===== config.mk =====
export PLATFORM = sky130hd
export DESIGN_NAME = bfws_ctrl
export DESIGN_NICKNAME = d
export VERILOG_FILES = /design/src/bfws_pkg.sv /design/src/bfws_ctrl.sv
export SDC_FILE = /design/constraint.sdc
export NUM_CORES = 1
export LEC_CHECK = 0
export ABC_AREA = 1
export BUFFER_PORTS_ARGS = -buffer_cell sky130_fd_sc_hd__buf_4
export CORE_AREA = 2 2 160 162
export CTS_BUF_LIST = sky130_fd_sc_hd__clkbuf_4
export CTS_CLUSTER_DIAMETER = 40
export DETAILED_ROUTE_END_ITERATION = 10
export DIE_AREA = 0 0 162 164
export PLACE_DENSITY = 0.7
export SLEW_MARGIN = 10
export SYNTH_ARGS = -nofsm -noshare
export SYNTH_HDL_FRONTEND = slang
export SYNTH_SLANG_ARGS = --single-unit
export TNS_END_PERCENT = 100

===== constraint.sdc =====
create_clock -name clock -period 2.96 [get_ports clock]
set_clock_uncertainty 0.15 [all_clocks]
set_input_delay 0.296 -clock clock [delete_from_list [all_inputs] [get_ports clock]]
set_output_delay 0.296 -clock clock [all_outputs]
set_load 0.05 [all_outputs]

===== src/bfws_pkg.sv =====
// ----------------------------------------------------------------------------
// bfws_pkg
// Shared types and constants of the bounded fifo with statistics counters.
// ----------------------------------------------------------------------------
package bfws_pkg;

   localparam int DEPTH       = 1024;
   localparam int PTR_W       = $clog2(DEPTH);
   localparam int CNT_W       = $clog2(DEPTH + 1);
   localparam int DATA_W      = 32;
   localparam int STAT_W      = 32;
   localparam int LIMIT_W     = 11;
   localparam int OCC_W       = 11;
   localparam int CMP_W       = (CNT_W > LIMIT_W) ? CNT_W : LIMIT_W;
   localparam int LIMIT_RESET = 1024;

   typedef enum logic {
      KIND_ADD = 1'b0,
      KIND_GET = 1'b1
   } kind_type;

   typedef struct packed {
      logic              valid;
      logic              accepted;
      logic              get_ok;
      logic [OCC_W-1:0]  occupancy;
      logic [STAT_W-1:0] add_tries;
      logic [STAT_W-1:0] get_tries;
      logic [STAT_W-1:0] adds_done;
      logic [STAT_W-1:0] gets_done;
   } rsp_status_type;

   typedef struct packed {
      logic              wr_en;
      logic [PTR_W-1:0]  wr_addr;
      logic [DATA_W-1:0] wr_data;
      logic              rd_en;
      logic [PTR_W-1:0]  rd_addr;
   } ram_cmd_type;

endpackage


===== src/bfws_ctrl.sv =====
// ----------------------------------------------------------------------------
// bfws_ctrl
// Ring pointers, fill count, limit register and statistics counters.
// Issues ram write for adds and ram read for gets.
// ----------------------------------------------------------------------------
module bfws_ctrl (
   input  logic                          clock,
   input  logic                          reset,
   input  logic                          start,
   input  logic                          req_kind,
   input  logic [bfws_pkg::DATA_W-1:0]   req_data_in,
   input  logic                          csr_write_enable,
   input  logic [bfws_pkg::LIMIT_W-1:0]  csr_write_data,
   output bfws_pkg::ram_cmd_type         ram_cmd,
   output bfws_pkg::rsp_status_type      status
);

   logic [bfws_pkg::PTR_W-1:0]   head_ff, head_in;
   logic [bfws_pkg::PTR_W-1:0]   tail_ff, tail_in;
   logic [bfws_pkg::CNT_W-1:0]   count_ff, count_in;
   logic [bfws_pkg::LIMIT_W-1:0] limit_ff;
   logic [bfws_pkg::STAT_W-1:0]  add_try_ff, add_try_in;
   logic [bfws_pkg::STAT_W-1:0]  get_try_ff, get_try_in;
   logic [bfws_pkg::STAT_W-1:0]  add_done_ff, add_done_in;
   logic [bfws_pkg::STAT_W-1:0]  get_done_ff, get_done_in;
   logic                         valid_ff, accepted_ff, get_ok_ff;
   logic                         accepted_in, get_ok_in;

   logic [bfws_pkg::CMP_W-1:0]   count_ext, limit_ext, eff_limit;
   logic                         do_add, do_get, is_get;

   always_comb begin
      count_ext = bfws_pkg::CMP_W'(count_ff);
      limit_ext = bfws_pkg::CMP_W'(limit_ff);
      eff_limit = (limit_ext > bfws_pkg::CMP_W'(bfws_pkg::DEPTH))
                  ? bfws_pkg::CMP_W'(bfws_pkg::DEPTH) : limit_ext;
      is_get    = (bfws_pkg::kind_type'(req_kind) == bfws_pkg::KIND_GET);
      do_add    = start && !is_get && (count_ext < eff_limit)
                  && (count_ext < bfws_pkg::CMP_W'(bfws_pkg::DEPTH));
      do_get    = start && is_get && (count_ff != '0);

      head_in     = head_ff;
      tail_in     = tail_ff;
      count_in    = count_ff;
      add_try_in  = add_try_ff;
      get_try_in  = get_try_ff;
      add_done_in = add_done_ff;
      get_done_in = get_done_ff;

      if (start && !is_get) begin
         add_try_in = add_try_ff + 1'b1;
      end
      if (start && is_get) begin
         get_try_in = get_try_ff + 1'b1;
      end
      if (do_add) begin
         tail_in     = (tail_ff == bfws_pkg::PTR_W'(bfws_pkg::DEPTH - 1))
                       ? '0 : tail_ff + 1'b1;
         count_in    = count_ff + 1'b1;
         add_done_in = add_done_ff + 1'b1;
      end
      if (do_get) begin
         head_in     = (head_ff == bfws_pkg::PTR_W'(bfws_pkg::DEPTH - 1))
                       ? '0 : head_ff + 1'b1;
         count_in    = count_ff - 1'b1;
         get_done_in = get_done_ff + 1'b1;
      end
      accepted_in = do_add || do_get;
      get_ok_in   = do_get;

      ram_cmd.wr_en   = do_add;
      ram_cmd.wr_addr = tail_ff;
      ram_cmd.wr_data = req_data_in;
      ram_cmd.rd_en   = do_get;
      ram_cmd.rd_addr = head_ff;
   end

   always_ff @(posedge clock) begin
      if (reset) begin
         head_ff     <= '0;
         tail_ff     <= '0;
         count_ff    <= '0;
         add_try_ff  <= '0;
         get_try_ff  <= '0;
         add_done_ff <= '0;
         get_done_ff <= '0;
         valid_ff    <= 1'b0;
         accepted_ff <= 1'b0;
         get_ok_ff   <= 1'b0;
      end else begin
         head_ff     <= head_in;
         tail_ff     <= tail_in;
         count_ff    <= count_in;
         add_try_ff  <= add_try_in;
         get_try_ff  <= get_try_in;
         add_done_ff <= add_done_in;
         get_done_ff <= get_done_in;
         valid_ff    <= start;
         accepted_ff <= accepted_in;
         get_ok_ff   <= get_ok_in;
      end
   end

   always_ff @(posedge clock) begin
      if (reset) begin
         limit_ff <= bfws_pkg::LIMIT_W'(bfws_pkg::LIMIT_RESET);
      end else if (csr_write_enable) begin
         limit_ff <= csr_write_data;
      end
   end

   always_comb begin
      status.valid     = valid_ff;
      status.accepted  = accepted_ff;
      status.get_ok    = get_ok_ff;
      status.occupancy = bfws_pkg::OCC_W'(count_ff);
      status.add_tries = add_try_ff;
      status.get_tries = get_try_ff;
      status.adds_done = add_done_ff;
      status.gets_done = get_done_ff;
   end

endmodule

# After elaboration in Yosys (flattened, before gate mapping)
# Index checks and enable logic that the tools add are counted.
[word_totals]
reg_bits = 173
inputBits = 48
output_inout_bits = 196
elab_cells = 38
[classes]
addsub = 8
magnitude_cmp = 3
n_eq_ne = 2
mux = 5
n_reduce_logical = 9
[op_table]
columns = ["op", "count"]
rows = [
  ["$add A32 B1 Y32 const B", 4],
  ["$mux W11", 3],
  ["$add A10 B1 Y10 const B", 2],
  ["$eq A10 B10 Y1 const B", 2],
  ["$mux W10", 2],
  ["$add A11 B1 Y11 const B", 1],
  ["$gt A11 B11 Y1 const B", 1],
  ["$lt A11 B11 Y1", 1],
  ["$lt A11 B11 Y1 const B", 1],
  ["$reduce_bool A11 Y1", 1],
  ["$sub A11 B1 Y11 const B", 1],
  ["$logic_and A1 B1 Y1", 5],
  ["$reduce_bool A2 Y1", 1],
  ["$logic_not A1 Y1", 1],
  ["$logic_or A1 B1 Y1", 1],
]

# Longest topological paths before layout
[logic_depth]
ltp_word = 7
ltp_mapped = 17
mapped_depth_nobuf = 17

# Worst setup path after synthesis
# Ideal clock, no wire load.
[synth_timing]
path_type = "register to register"
start = "register count_ff (netlist bit count_ext[0])"
end = "register count_ff (netlist bit count_ext[6])"
setup_time_ns = 0.115
arrival_time_ns = 2.552
t_required_ns = 2.695
slack_ns = 0.143
stages_incl_launch_ff = 14
path_buffers = 1
synth_period_minus_slack_ns = 2.817
cell_sequence = "dfxtp_1 -> inv_1 -> nand4_1 -> nor2_1 -> a21oi_1 -> buf_2 -> ha_1 -> a21oi_1 -> o21ai_0 -> nand2_1 -> nand2_1 -> xor2_1 -> a21oi_1 -> nor2_1"
[synth_via]
elab_cells_between_ends = 11
classes_between = "add/sub: 2; order compare: 2; mux: 2; reduce/logical: 5"
[synth_lines]
columns = ["item", "line_no", "text"]
rows = [
  ["from (decl)", "bfws_ctrl.sv:20", "logic [bfws_pkg::CNT_W-1:0] count_ff, count_in;"],
  ["from (signal assigned)", "bfws_ctrl.sv:93", "count_ff <= count_in;"],
  ["$reduce_bool A11 Y1 *", "bfws_ctrl.sv:40", "do_get = start && is_get && (count_ff != '0);"],
  ["$logic_and A1 B1 Y1 *", "bfws_ctrl.sv:40", ""],
  ["net do_get", "bfws_ctrl.sv:30", "logic do_add, do_get, is_get;"],
  ["$mux W11 / $reduce_bool A2 Y1 (equally long branches)", "--", ""],
]
# Mark *: on every way through the listed nets, which the timed path passes. The rest lies on a longest branch. The select of a mux whose other input is x is not followed.
# A chain may end at the register's enable or synchronous reset.

==> impl_metrics.toml <==
[status]
outcome = "finished, violations left"
violations = "setup timing"

[pwr]
netSwitchingPower_mw = 1.713
cellInternalPower_mw = 3.310
p_per_area_nw_per_um2 = 397.2
pwr-share-clk_pct = 27.0
power.combinational.fraction_pct = 23.7
report.power.total_mw = 5.023
peakVddDrop_v = 0.0002741
cellLeakagePower_nw = 5.036
p_sw_share_pct = 34.10
sequentialPowerShare_pct = 49.4

[place]
dp_hpwl_um = 21560
gp_congestion = 0.9224
placed_cells = 2110
port_buffers = 179
post-place-ws_ns = 0.1210

[global_route]
grt_pass1_vias = 9835
grt_overflow = 0
grt_max_degree = 121
grt_first_pass_wirelength_um = 48130
grt_antenna_before_repair = 2
grt_usage_pct = 22.06

[clock_tree]
clkTransAtPathRegs_ns = 0.14
clockBufferDepth = 2
numCtsBuffers = 17
cts-root-buf = "clkbuf_4"
cts_sinks = 173
htreeDepth = 4
clkLatencyLatePin_ns = 0.55
cts_tree = "built"

[die]
die_x_um = 162
die-area_sq_um = 26570
die_h_um = 164
initial_utilization_pct = 42.70
pin_count = 244
coreArea_sq_um = 24820
rows = 58

[route]
dr.first_iter.drc_count = 488
wl_per_cell_um = 13.60
dr.pass1.iters = 5
vias = 10720
routed_wl_um = 29520
drcViolationCount = 0
avgViaCountPerCell = 4.941
postRouteAntennaNets = 0

[synth]
yosys-top-cells-area = "dfxtp_1 (33%), nand2_1 (20%), nor2_1 (8.3%)"
synth_xor_area_share_pct = 5.785
ys_ff_latch = 173
synth_compound_area_share_pct = 9.103
synth_top_cell_area_share_pct = 32.68
ys.flop_type = "dfxtp_1"
netlist_area_sq_um = 10600
yosysTopAreaCell = "dfxtp_1"
synth_top_family_by_area = "simple AND/OR/NAND/NOR gates"
synth_edf_count = 0
muxShareOfSynthArea_pct = 0
ys_seq_area_share_pct = 32.68
synth.avg_cell_area_sq_um = 6.354
async_flop_share_pct = 0
syn_inst = 1668
synthSimpleGateAreaFrac_pct = 39.69
ys_warn_count = 0
synthAdderAreaFrac_pct = 3.140
synth_nets = 1742
synth.distinct_cells = 40

[worst_setup_path]
cp-start-kind = "register"
cp_data_required_time_ns = 2.51
crit_path_end_kind = "output port"
reg2reg_depth = 15
r2r_slack_ns = 0.22
r2r_end = "add_done_ff[2]$_SDFFE_PP0P_"
path_max_fanout = 8
critical_path_arrival_ns = 2.64
r2r-start = "limit_ext[3]$_SDFFE_PP0P_"
critical_path_class = "reg -> out"

[timing]
timing.hold.ws_ns = 0.08925
setup_violations = 1
rsz0062_at_grt = "true"
drv_slew = 0
relSlewSlack_pct = 56.99
clock.fmax_mhz = 324.3
min_period_ns = 3.084
final-hold-violation-count = 0
finalCritPeriodShare_pct = 104.2
fin_ws_ns = -0.1239
worstMarginPinSlew_ns = 0.6451

[job]
drv_cap = 0

[finish]
area_growth_pct = 19.31
drive_gt1_share_pct = 15.56
final_cells = 2170
nets = 1900

[hold_path]
hold_path_class = "in -> reg"
min_from = "csr_write_enable"
hold-path-endpoint = "limit_ext[0]$_SDFFE_PP0P_"
hold_path_depth = 3
metal layers:
metal  wire length, um  part of all wire (%)  track usage, %  up-vias
met4               382                   1.3           5.632        0
met5                 0                     0               0        -
met1             13730                    47           28.92     4849
met3              1684                   5.7           4.975       30
li1                  -                     -               -     5587
met2             13720                    46           36.77      257
cells by family (layout without fill, tap and decap cells):
group | Yosys count | in the layout
xor+xnor | 70 | 70
other cells | 0 | 2
compound gates | 187 | 187
simple gates | 992 | 992
fa+ha+maj | 26 | 26
buf+inv | 220 | 390
flops | 173 | 173
power by group through the flow:
stage	sequential [mW]	clock [mW]	combinational, mW
CTS	2.47	1.42	1.16
global placement	2.52	0	1.09
finish	2.48	1.35	1.19
global route	2.49	1.51	1.31
floorplan	2.68	0	0.756
detailed placement	2.52	0	1.10
repair_timing:
item                       4_1_cts  5_1_grt
hold endpoints to repair        17        0
pin swaps                        5        8
resized for setup                7       15
hold buffers                    24        0
setup endpoints to repair        1       39
setup buffers                    3        0
cloned                           0        0
state kept, by name, indices dropped and copies added (netlist names):
signal and count:
get_try_ff 32, get_ok_ff 1, count_ext 11, add_done_ff 32, add_try_ff 32, limit_ext 11
accepted_ff 1, get_done_ff 32, valid_ff 1, tail_ff 10, head_ff 10
critical path, stage by stage, from the launching register on:
cell     delay, ns
dfxtp_2       0.36
nor4_2        0.26
nand3_1       0.15
nand2_4       0.15
nand2_1       0.07
ha_1          0.28
nand2_1       0.09
nor2_1        0.04
and2_1        0.16
nand2_2       0.09
nand3_2       0.08
nor2_4        0.18
buf_8         0.18
cell usage in the layout, fill, tap and decap left out, types with 24 or more instances in the layout:
cell             n
a21oi_1        132
buf_4          193
dfxtp_1        171
dlygate4sd3_1   24
inv_1          135
nand2_1        556
nand3_1         57
nand4_1         25
nor2_1         235
nor3_1          45
o21ai_0         41
xor2_1          50
synth_stat cells, types with 2 or more instances:
master / number
a211oi_1: 2
a21oi_1: 134
buf_1: 3
buf_2: 15
buf_4: 38
buf_6: 4
clkbuf_1: 22
dfxtp_1: 173
ha_1: 25
inv_1: 135
inv_2: 3
nand2_1: 563
nand2_2: 8
nand3_1: 58
nand3_2: 3
nand3b_1: 21
nand4_1: 25
nand4_2: 2
nor2_1: 235
nor2_2: 11
nor2_4: 7
nor3_1: 45
nor3_2: 4
nor3b_1: 2
nor3b_2: 2
o21a_1: 2
o21ai_0: 42
o21bai_1: 3
or2_2: 2
xnor2_1: 20
xor2_1: 50
through the flow:
step	instance area (sq um)	util [%]	setup TNS, ns
2_1_floorplan	10600	-	0
3_3_place_gp	12000	48.37	0
3_5_place_dp	12000	48.37	0
4_1_cts	12560	50.60	-0.2485
5_1_grt	12640	50.95	-0.3918
6_report	12640	50.95	-0.1239
cell type report:
class,instances,area [sq um]
fillers,2578,12170
multi-input cells,1275,6221
flip-flops and latches,173,3466
repair buffers,221,1755
inverters,138,518.0
well taps,330,412.9
clock buffers,19,142.6
clock inverters,12,123.9
diodes,2,5.005
worst max-delay path by stage:
| stage | depth (start not counted) | endpoint | slack, ns | start |
|---|---|---|---|---|
| 2_1_floorplan | 13 | count_ext[6]$_SDFFE_PP0P_ | 0.14 | count_ext[0]$_SDFFE_PP0P_ |
| 3_3_place_gp | 15 | add_done_ff[19]$_SDFFE_PP0P_ | 0.19 | limit_ext[2]$_SDFFE_PP0P_ |
| 3_5_place_dp | 15 | add_done_ff[3]$_SDFFE_PP0P_ | 0.12 | limit_ext[2]$_SDFFE_PP0P_ |
| 4_1_cts | 13 | ram_cmd[53] | -0.25 | limit_ext[5]$_SDFFE_PP0P_ |
| 5_1_grt | 12 | ram_cmd[53] | -0.36 | limit_ext[3]$_SDFFE_PP0P_ |
| 6_report | 12 | ram_cmd[53] | -0.12 | limit_ext[3]$_SDFFE_PP0P_ |
No activity file was read; power rests on OpenSTA's default activity.
